File: config.mk
export PLATFORM = sky130hd
export DESIGN_NAME = periodic_deadline_task_queue_top_flat
export DESIGN_NICKNAME = d
export VERILOG_FILES = /design/src/hdl/pdtq_pkg.sv /design/src/hdl/pdtq_if.sv /design/src/hdl/pdtq_cell.sv /design/src/hdl/periodic_deadline_task_queue_top.sv /design/src/flat_wrapper.sv
export SDC_FILE = /design/constraint.sdc
export NUM_CORES = 2
export LEC_CHECK = 0
export ABC_CLOCK_PERIOD_IN_PS = 25500
export BUFFER_PORTS_ARGS = -buffer_cell sky130_fd_sc_hd__buf_2
export CELL_PAD_IN_SITES_DETAIL_PLACEMENT = 1
export CELL_PAD_IN_SITES_GLOBAL_PLACEMENT = 1
export CORE_ASPECT_RATIO = 0.7
export CORE_UTILIZATION = 45
export CTS_BUF_LIST = sky130_fd_sc_hd__clkbuf_16
export DETAILED_ROUTE_END_ITERATION = 12
export HOLD_SLACK_MARGIN = 0.02
export PLACE_DENSITY = 0.83
export SETUP_SLACK_MARGIN = 0.4
export SYNTH_ARGS = -nofsm -noshare
export SYNTH_HDL_FRONTEND = slang
export SYNTH_SLANG_ARGS = --single-unit
File: constraint.sdc
create_clock -name clk -period 25.5 [get_ports clk]
set_input_delay 7.65 -clock clk [delete_from_list [all_inputs] [get_ports clk]]
set_output_delay 7.65 -clock clk [all_outputs]
set_load 0.01 [all_outputs]
File: src/hdl/pdtq_pkg.sv
// ----------------------------------------------------------------------------
// pdtq_pkg
// Shared types and codes for the periodic deadline task queue.
// ----------------------------------------------------------------------------
package pdtq_pkg;

  localparam int OP_W     = 3;
  localparam int TICK_W   = 32;
  localparam int ID_W     = 4;
  localparam int PRIO_W   = 8;
  localparam int STATUS_W = 2;
  localparam int QCNT_W   = 5;
  localparam int ID_SLOTS = 16;

  typedef enum logic [OP_W-1:0] {
    OP_GET    = 3'd0,
    OP_INIT   = 3'd1,
    OP_HEAD   = 3'd2,
    OP_SYS    = 3'd3,
    OP_PERIOD = 3'd4
  } op_t;

  localparam logic [STATUS_W-1:0] ST_OK   = 2'd0;
  localparam logic [STATUS_W-1:0] ST_NONE = 2'd1;
  localparam logic [STATUS_W-1:0] ST_FULL = 2'd2;

  typedef enum logic {
    S_IDLE,
    S_APPLY
  } state_t;

  // Per-cycle command broadcast to every list cell.
  typedef struct packed {
    logic ins;      // insert transfer this cycle
    logic pop;      // remove head this cycle
    logic at_head;  // insert position forced to the front
    logic upd_due;  // the op rewrites the task's due tick
  } ctrl_t;

endpackage

File: src/hdl/pdtq_if.sv
// ----------------------------------------------------------------------------
// pdtq_if
// Valid/ready channels: task commands in, scheduling results out.
// ----------------------------------------------------------------------------
interface pdtq_in_if;
  logic                           valid;
  logic                           ready;
  logic [pdtq_pkg::OP_W-1:0]      op;
  logic [pdtq_pkg::TICK_W-1:0]    now_tick;
  logic [pdtq_pkg::ID_W-1:0]      task_id;
  logic [pdtq_pkg::TICK_W-1:0]    period;
  logic [pdtq_pkg::PRIO_W-1:0]    prio;

  modport source (output valid, output op, output now_tick, output task_id,
                  output period, output prio, input ready);
  modport sink   (input valid, input op, input now_tick, input task_id,
                  input period, input prio, output ready);
endinterface

interface pdtq_out_if;
  logic                           valid;
  logic                           ready;
  logic                           granted;
  logic [pdtq_pkg::ID_W-1:0]      granted_id;
  logic [pdtq_pkg::STATUS_W-1:0]  status;
  logic [pdtq_pkg::QCNT_W-1:0]    queued_count;

  modport source (output valid, output granted, output granted_id,
                  output status, output queued_count, input ready);
  modport sink   (input valid, input granted, input granted_id,
                  input status, input queued_count, output ready);
endinterface

File: src/hdl/pdtq_cell.sv
// ----------------------------------------------------------------------------
// pdtq_cell
// One slot of the sorted ready list: compares against the insert key,
// shifts right on insert, left on pop.
// ----------------------------------------------------------------------------
module pdtq_cell #(
  parameter int IDX       = 0,
  parameter int CNT_W     = 5,
  parameter int TICK_BITS = 32
) (
  input  logic                          clk,
  input  pdtq_pkg::ctrl_t               ctrl,
  input  logic [CNT_W-1:0]              cnt,
  input  logic [TICK_BITS-1:0]          key,
  input  logic [pdtq_pkg::ID_W-1:0]     new_id,
  input  logic [TICK_BITS-1:0]          new_due,
  input  logic [pdtq_pkg::PRIO_W-1:0]   new_prio,
  // from the left neighbor (insert shift)
  input  logic                          hit_in,
  input  logic [pdtq_pkg::ID_W-1:0]     left_id,
  input  logic [TICK_BITS-1:0]          left_due,
  input  logic [pdtq_pkg::PRIO_W-1:0]   left_prio,
  // from the right neighbor (pop shift)
  input  logic [pdtq_pkg::ID_W-1:0]     right_id,
  input  logic [TICK_BITS-1:0]          right_due,
  input  logic [pdtq_pkg::PRIO_W-1:0]   right_prio,
  output logic                          hit_out,
  output logic [pdtq_pkg::ID_W-1:0]     id,
  output logic [TICK_BITS-1:0]          due,
  output logic [pdtq_pkg::PRIO_W-1:0]   prio,
  output logic [TICK_BITS-1:0]          eff_due,
  output logic [pdtq_pkg::PRIO_W-1:0]   eff_prio
);

  logic occ;
  logic same;
  logic later;
  logic mark;

  // Entries sharing the inserted id see the table update first.
  assign occ      = CNT_W'(IDX) < cnt;
  assign same     = (id == new_id);
  assign eff_prio = (ctrl.ins && same) ? new_prio : prio;
  assign eff_due  = (ctrl.ins && ctrl.upd_due && same) ? new_due : due;
  assign later    = (eff_due > key) || ((eff_due == key) && (eff_prio > new_prio));
  assign mark     = ctrl.at_head || !occ || later;
  assign hit_out  = hit_in || mark;

  always_ff @(posedge clk) begin
    if (ctrl.ins) begin
      if (hit_in) begin
        id   <= left_id;
        due  <= left_due;
        prio <= left_prio;
      end else if (mark) begin
        id   <= new_id;
        due  <= new_due;
        prio <= new_prio;
      end else begin
        due  <= eff_due;
        prio <= eff_prio;
      end
    end else if (ctrl.pop) begin
      id   <= right_id;
      due  <= right_due;
      prio <= right_prio;
    end
  end

endmodule

File: src/hdl/periodic_deadline_task_queue_top.sv
// ----------------------------------------------------------------------------
// periodic_deadline_task_queue_top
// Ready list of tasks kept in due-tick order, as a row of shifting cells.
// ----------------------------------------------------------------------------
// Usage:
//   cmd : valid/ready command channel (op, now_tick, task_id, period, prio).
//   res : valid/ready result channel, one result per command transfer
//         (granted, granted_id, status, queued_count).
// Timing:
//   A command transfer is taken in the idle state; in the apply state that
//   follows, every cell compares its entry against the insert key in parallel,
//   the insert point ripples down the cell row and all cells shift at once,
//   and the result register is loaded at the same edge. A new command is
//   not taken until the apply state has finished.
// Stalls:
//   The result register holds while res.ready is low; the next command can
//   still be taken, and its shift cycle waits until the register frees up.
// Reset:
//   rst empties the list (fill count to zero), returns the control to idle
//   and drops the result valid. Cell contents and the due-tick table are not
//   cleared; slots above the fill count are ignored.
// Full list: an insert is refused with status full and nothing changes.
// ----------------------------------------------------------------------------
module periodic_deadline_task_queue_top #(
  parameter int MAX_TASKS = 16,
  parameter int TICK_BITS = 32
) (
  input  logic              clk,
  input  logic              rst,
  pdtq_in_if.sink           cmd,
  pdtq_out_if.source        res
);

  localparam int CNT_W = $clog2(MAX_TASKS + 1);

  pdtq_pkg::state_t state, state_next;

  // latched command
  logic [pdtq_pkg::OP_W-1:0]   op;
  logic [pdtq_pkg::ID_W-1:0]   task_id;
  logic [pdtq_pkg::PRIO_W-1:0] prio;
  logic [TICK_BITS-1:0]        now_tick;
  logic [TICK_BITS-1:0]        key;
  logic [TICK_BITS-1:0]        new_due;

  logic [CNT_W-1:0]            cnt, cnt_next;
  logic [TICK_BITS-1:0]        due_tab [pdtq_pkg::ID_SLOTS];

  // accept-side helpers
  logic                        take;
  logic [TICK_BITS-1:0]        now_in;
  logic [TICK_BITS-1:0]        period_in;
  logic [TICK_BITS-1:0]        due_old;
  logic [TICK_BITS-1:0]        due_sum;

  // apply-side helpers
  logic                        go;
  logic                        is_get;
  logic                        is_ins;
  logic                        full;
  logic                        empty;
  logic                        pop;
  logic                        ins;
  pdtq_pkg::ctrl_t             ctrl;

  // cell row
  logic [pdtq_pkg::ID_W-1:0]   c_id   [MAX_TASKS];
  logic [TICK_BITS-1:0]        c_due  [MAX_TASKS];
  logic [pdtq_pkg::PRIO_W-1:0] c_prio [MAX_TASKS];
  logic [TICK_BITS-1:0]        e_due  [MAX_TASKS];
  logic [pdtq_pkg::PRIO_W-1:0] e_prio [MAX_TASKS];
  logic [MAX_TASKS:0]          hit;

  // ---------------------------------------------------------------- control
  always_ff @(posedge clk) begin
    if (rst) begin
      state <= pdtq_pkg::S_IDLE;
    end else begin
      state <= state_next;
    end
  end

  always_comb begin
    state_next = state;
    case (state)
      pdtq_pkg::S_IDLE: begin
        if (cmd.valid) state_next = pdtq_pkg::S_APPLY;
      end
      pdtq_pkg::S_APPLY: begin
        if (!res.valid || res.ready) state_next = pdtq_pkg::S_IDLE;
      end
      default: state_next = pdtq_pkg::S_IDLE;
    endcase
  end

  always_comb begin
    cmd.ready = 1'b0;
    go        = 1'b0;
    case (state)
      pdtq_pkg::S_IDLE:  cmd.ready = 1'b1;
      pdtq_pkg::S_APPLY: go = !res.valid || res.ready;
      default: begin
        cmd.ready = 1'b0;
        go        = 1'b0;
      end
    endcase
  end

  // ----------------------------------------------------------- accept cycle
  assign take      = cmd.valid && cmd.ready;
  assign now_in    = TICK_BITS'(cmd.now_tick);
  assign period_in = TICK_BITS'(cmd.period);
  assign due_old   = due_tab[cmd.task_id];
  assign due_sum   = due_old + period_in;   // wraps at TICK_BITS

  always_ff @(posedge clk) begin
    if (take) begin
      op       <= cmd.op;
      task_id  <= cmd.task_id;
      prio     <= cmd.prio;
      now_tick <= now_in;
      // period reschedule sorts on the new due tick, others on now
      key      <= (cmd.op == pdtq_pkg::OP_PERIOD) ? due_sum : now_in;
      // due tick the inserted entry carries; system reschedule and head
      // requeue keep the old one
      if (cmd.op == pdtq_pkg::OP_INIT) begin
        new_due <= now_in;
      end else if (cmd.op == pdtq_pkg::OP_PERIOD) begin
        new_due <= due_sum;
      end else begin
        new_due <= due_old;
      end
    end
  end

  // ------------------------------------------------------------ apply cycle
  assign is_get = (op == pdtq_pkg::OP_GET);
  assign is_ins = (op == pdtq_pkg::OP_INIT) || (op == pdtq_pkg::OP_HEAD) ||
                  (op == pdtq_pkg::OP_SYS)  || (op == pdtq_pkg::OP_PERIOD);
  assign full   = (cnt == CNT_W'(MAX_TASKS));
  assign empty  = (cnt == '0);
  // head is due when now has reached its due tick (plain unsigned compare)
  assign pop    = go && is_get && !empty && (now_tick >= c_due[0]);
  assign ins    = go && is_ins && !full;

  assign ctrl.ins     = ins;
  assign ctrl.pop     = pop;
  assign ctrl.at_head = (op == pdtq_pkg::OP_HEAD);
  assign ctrl.upd_due = (op == pdtq_pkg::OP_INIT) || (op == pdtq_pkg::OP_PERIOD);

  always_comb begin
    cnt_next = cnt;
    if (ins) begin
      cnt_next = cnt + CNT_W'(1);
    end else if (pop) begin
      cnt_next = cnt - CNT_W'(1);
    end
  end

  always_ff @(posedge clk) begin
    if (rst) begin
      cnt <= '0;
    end else begin
      cnt <= cnt_next;
    end
  end

  always_ff @(posedge clk) begin
    if (ins && ctrl.upd_due) begin
      due_tab[task_id] <= new_due;
    end
  end

  // --------------------------------------------------------------- cell row
  assign hit[0] = 1'b0;

  for (genvar g = 0; g < MAX_TASKS; g++) begin : g_cell
    logic [pdtq_pkg::ID_W-1:0]   l_id,   r_id;
    logic [TICK_BITS-1:0]        l_due,  r_due;
    logic [pdtq_pkg::PRIO_W-1:0] l_prio, r_prio;

    if (g == 0) begin : g_first
      assign l_id   = task_id;
      assign l_due  = new_due;
      assign l_prio = prio;
    end else begin : g_mid
      assign l_id   = c_id[g-1];
      assign l_due  = e_due[g-1];
      assign l_prio = e_prio[g-1];
    end

    // last slot pulls in nothing useful on pop; it falls above the count
    if (g == MAX_TASKS - 1) begin : g_last
      assign r_id   = c_id[g];
      assign r_due  = c_due[g];
      assign r_prio = c_prio[g];
    end else begin : g_body
      assign r_id   = c_id[g+1];
      assign r_due  = c_due[g+1];
      assign r_prio = c_prio[g+1];
    end

    pdtq_cell #(
      .IDX       (g),
      .CNT_W     (CNT_W),
      .TICK_BITS (TICK_BITS)
    ) u_cell (
      .clk        (clk),
      .ctrl       (ctrl),
      .cnt        (cnt),
      .key        (key),
      .new_id     (task_id),
      .new_due    (new_due),
      .new_prio   (prio),
      .hit_in     (hit[g]),
      .left_id    (l_id),
      .left_due   (l_due),
      .left_prio  (l_prio),
      .right_id   (r_id),
      .right_due  (r_due),
      .right_prio (r_prio),
      .hit_out    (hit[g+1]),
      .id         (c_id[g]),
      .due        (c_due[g]),
      .prio       (c_prio[g]),
      .eff_due    (e_due[g]),
      .eff_prio   (e_prio[g])
    );
  end

  // ---------------------------------------------------------- result stage
  always_ff @(posedge clk) begin
    if (rst) begin
      res.valid <= 1'b0;
    end else if (go) begin
      res.valid <= 1'b1;
    end else if (res.ready) begin
      res.valid <= 1'b0;
    end
  end

  always_ff @(posedge clk) begin
    if (go) begin
      res.granted      <= pop;
      res.granted_id   <= pop ? c_id[0] : '0;
      res.queued_count <= pdtq_pkg::QCNT_W'(cnt_next);
      if (is_get && !pop) begin
        res.status <= pdtq_pkg::ST_NONE;
      end else if (is_ins && full) begin
        res.status <= pdtq_pkg::ST_FULL;
      end else begin
        res.status <= pdtq_pkg::ST_OK;
      end
    end
  end

endmodule

File: src/flat_wrapper.sv
// flat-port wrapper written by rule: the top's interface ports become plain ports
module periodic_deadline_task_queue_top_flat 
#(
  parameter int MAX_TASKS = 16,
  parameter int TICK_BITS = 32
)
  (clk, rst, cmd_valid, cmd_op, cmd_now_tick, cmd_task_id, cmd_period, cmd_prio, cmd_ready, res_valid, res_granted, res_granted_id, res_status, res_queued_count, res_ready);
  pdtq_in_if cmd_i ();
  pdtq_out_if res_i ();
  input  logic clk;
  input  logic rst;
  input wire logic [$bits(cmd_i.valid)-1:0] cmd_valid;
  input wire logic [$bits(cmd_i.op)-1:0] cmd_op;
  input wire logic [$bits(cmd_i.now_tick)-1:0] cmd_now_tick;
  input wire logic [$bits(cmd_i.task_id)-1:0] cmd_task_id;
  input wire logic [$bits(cmd_i.period)-1:0] cmd_period;
  input wire logic [$bits(cmd_i.prio)-1:0] cmd_prio;
  output wire logic [$bits(cmd_i.ready)-1:0] cmd_ready;
  output wire logic [$bits(res_i.valid)-1:0] res_valid;
  output wire logic [$bits(res_i.granted)-1:0] res_granted;
  output wire logic [$bits(res_i.granted_id)-1:0] res_granted_id;
  output wire logic [$bits(res_i.status)-1:0] res_status;
  output wire logic [$bits(res_i.queued_count)-1:0] res_queued_count;
  input wire logic [$bits(res_i.ready)-1:0] res_ready;
  assign cmd_i.valid = cmd_valid;
  assign cmd_i.op = cmd_op;
  assign cmd_i.now_tick = cmd_now_tick;
  assign cmd_i.task_id = cmd_task_id;
  assign cmd_i.period = cmd_period;
  assign cmd_i.prio = cmd_prio;
  assign cmd_ready = cmd_i.ready;
  assign res_valid = res_i.valid;
  assign res_granted = res_i.granted;
  assign res_granted_id = res_i.granted_id;
  assign res_status = res_i.status;
  assign res_queued_count = res_i.queued_count;
  assign res_i.ready = res_ready;
  periodic_deadline_task_queue_top #(.MAX_TASKS(MAX_TASKS), .TICK_BITS(TICK_BITS)) u_core (.clk(clk), .rst(rst), .cmd(cmd_i), .res(res_i));
endmodule
==> flow_summary.toml <==
[clocking]
post_cts_buffers = 0
cts_resized = 0
clockBufferDepth = 3
clk_pin_slew_worst_paths_ns = 0.06
htree_levels = 4
clock_sinks = 1346
cts_tree = "built"
clk_latency_ns = 0.85
ctsHoldBuffers = 0
clock-root-buffer = "clkbuf_16"
cts_buffers = 148

[critical_path]
worstSetupPathType = "input port to flip-flop"
slowest_delay_ns = 1.00
crit_path_max_fanout = 69
arrival_ns = 16.79
worstPathCellList = "buf_2 -> nand2b_1 -> nand2_1 -> inv_1 -> nand4_1 -> buf_4 -> buf_4 -> nor3_2 -> buf_4 -> mux2_2 -> ha_1 -> nand4_1 -> nor4_1 -> nor3_1 -> nor4b_1 -> o21ai_0 -> o21ai_4 -> buf_4 -> nand2_1 -> nor3_4 -> buf_4 -> mux2i_1 -> o21ai_0"
cp_common_cell = "buf_4"
critPathSlowestCell = "nor3_4"
cp-end-kind = "flip-flop"
worst_setup_path_start_kind = "input port"
cp_data_required_time_ns = 26.00

[finish]
syn2layout_area_growth_pct = 9.27
fin_area_um2 = 100000
drive_gt1_share_pct = 18.4
fin_nets = 9044
utilization_pct = 49.5

[power_and_ir_drop]
leakagePower_uw = 0.0367
peakVddDrop_v = 0.0000776
power_uw = 5890
power_per_cell_area_nw_per_um2 = 58.8

[floorplanning]
ioPinCount = 97
dieArea_um2 = 205000
core_area_um2 = 202000
rows = 138
die_h_um = 380
fp.dieW_um = 541
initial_core_util_pct = 45.3

[global_routing]
overflow = 0
antenna_found_initial = 8
grt_pass1_vias = 77300
grt_pass1_wl_um = 507000
grt_use_total_pct = 32.4
grt_start_max_net_pins = 156

[drt]
drtIter0Drc = 9907
drtAntennaViolNets = 0
drc_errors = 0
dr.pass1.iters = 8
via_count = 75800
via_per_inst = 6.82
totalWireLength_um = 343000
wl_per_cell_um = 30.9

[worst_hold_path]
worstHoldPathType = "flip-flop to flip-flop"

[timing]
fin_crit_sh_pct = 63.9
rsz0062_at_grt = "false"
worst_pin_slew_ns = 1.51
finalHoldViolCount = 0
setup_ws_ns = 9.20
skew_ns = 0.0697
slew_headroom_pct = -0.756
clock.fmax_mhz = 61.4
finalSetupViolations = 0
maxSlewViolCount = 2
tns_ns = 0
post-route-min-period_ns = 16.30

[yosys]
synth_top_area_share_pct = 43.9
synth_area_um2 = 91600
synthCells = 8414
ys_top_cells_by_area = "edfxtp_1 (44%), ha_1 (9.7%), mux2_2 (9.4%)"
ys_ff_latch = 1346
yosys-top-cells-count = "edfxtp_1 (1,339), nand2_1 (867), mux2_2 (766)"
synthArstFlopShare_pct = 0
yosysUniqueCellTypes = 85
yosysTopAreaCell = "edfxtp_1"
yosysWarnings = 0
yosysMostFrequentCell = "edfxtp_1"
syn_nets = 9205
ys_seq_area_share_pct = 44.0
syn_avg_cell_area_um2 = 10.9
synth_ff_type = "edfxtp_1"
synth_edf_count = 1339

[placement]
hpwlAfterDp_um = 232000
pre_cts_ws_ns = 8.89
postPlaceCellArea_um2 = 95200
io_buffers = 96
place_congestion = 0.947

[job]
cap_viol_max_count = 1

[run_status]
status = "finished, violations left"
violations = "max-capacitance violations, max-slew violations"
[metal layers]
layer	share of wire, %	GRT usage (%)
met1	41	45.5
met3	12	8.03
met5	0.014	0
met4	4.5	13.7
met2	43	47.4
[report_power, final]
group          total [µW]  switching [µW]  leakage (µW)  internal, µW
sequential           2610            50.9        0.0123          2550
combinational        1050             690        0.0219           356
clock                2240            1030       0.00248          1210
total                5890            1770        0.0367          4120
[cells by family after synthesis]
| logic type | after synthesis | share of synthesized area (%) |
|---|---|---|
| flip-flops | 1346 | 44.0 |
| multiplexers | 1473 | 19.3 |
| buffers and inverters | 756 | 3.25 |
| AND/OR/NAND/NOR | 2517 | 12.7 |
| adder cells (fa/ha/maj) | 708 | 9.68 |
| AO/OA/AOI/OAI | 1527 | 10.2 |
| XOR/XNOR | 87 | 0.832 |
[area by class of cell]
cell class	count	area, µm²
Antenna cell	3	7.51
Timing Repair Buffer	318	2180
Sequential cell	1346	40300
Clock inverter	119	1130
Tap cell	2730	3420
Multi-Input combinational cell	6312	48800
Fill cell	21500	102000
Clock buffer	151	3780
Inverter	127	492
[cells in the final DEF, fill, tap and decap left out, drive strengths merged, types with 11 or more instances in the layout]
cell	count
inv	150
nand4	122
a2111oi	27
and4	11
bufinv	11
nand3	522
a21o	171
a211oi	116
a2111o	14
a21oi	268
or4	42
nor2	527
o21a	32
a211o	12
xnor2	81
mux4	160
and2	16
or3	153
clkinv	81
buf	317
mux2i	547
clkbuf	152
nand2	867
o21bai	13
and3	31
nand2b	22
ha	707
nor4	18
o211ai	46
nor3	108
edfxtp	1339
o21ai	669
a31oi	55
mux2	766
nor2b	49
[per-stage QoR]
| step | hold WS, ns | std cells |
|---|---|---|
| 6_report | 0.507 | 11100 |
| 2_1_floorplan | 0.494 | 8414 |
| 3_3_place_gp | 0.504 | 10800 |
| 5_1_grt | 0.553 | 11100 |
| 3_5_place_dp | 0.496 | 10800 |
| 4_1_cts | 0.515 | 11100 |
[worst paths after layout]
| check | from | end | slack [ns] | cells after the start |
|---|---|---|---|---|
| min | u_core.res.valid | u_core.res.valid | 0.51 | 2 |
| min reg2reg | u_core.res.valid | u_core.res.valid | 0.51 | 2 |
| max | res_ready | u_core.g_cell[7].u_cell.due[1] | 9.20 | 23 |
| max reg2reg | u_core.op[1] | u_core.g_cell[7].u_cell.due[1] | 15.21 | 20 |
[worst max-delay path, delay by kind of cell]
| kind | cells | cell delay, ns |
|---|---|---|
| compound gates | 3 | 0.67 |
| fa+ha+maj | 1 | 0.31 |
| buf+inv | 7 | 3.33 |
| mux | 2 | 0.67 |
| simple gates | 10 | 3.91 |
[registers in the layout (all words and copies together), names as in the netlist, 5 cells and up]
signal,cells
u_core.due_tab,512
u_core.g_cell.u_cell.due,512
u_core.g_cell.u_cell.prio,128
u_core.g_cell.u_cell.id,64
u_core.g_cell.l_due,32
u_core.key,32
u_core.now_tick,32
u_core.g_cell.l_prio,8
u_core.cnt,5
u_core.res.queued_count,5
Power figures use the tool's default switching activity.
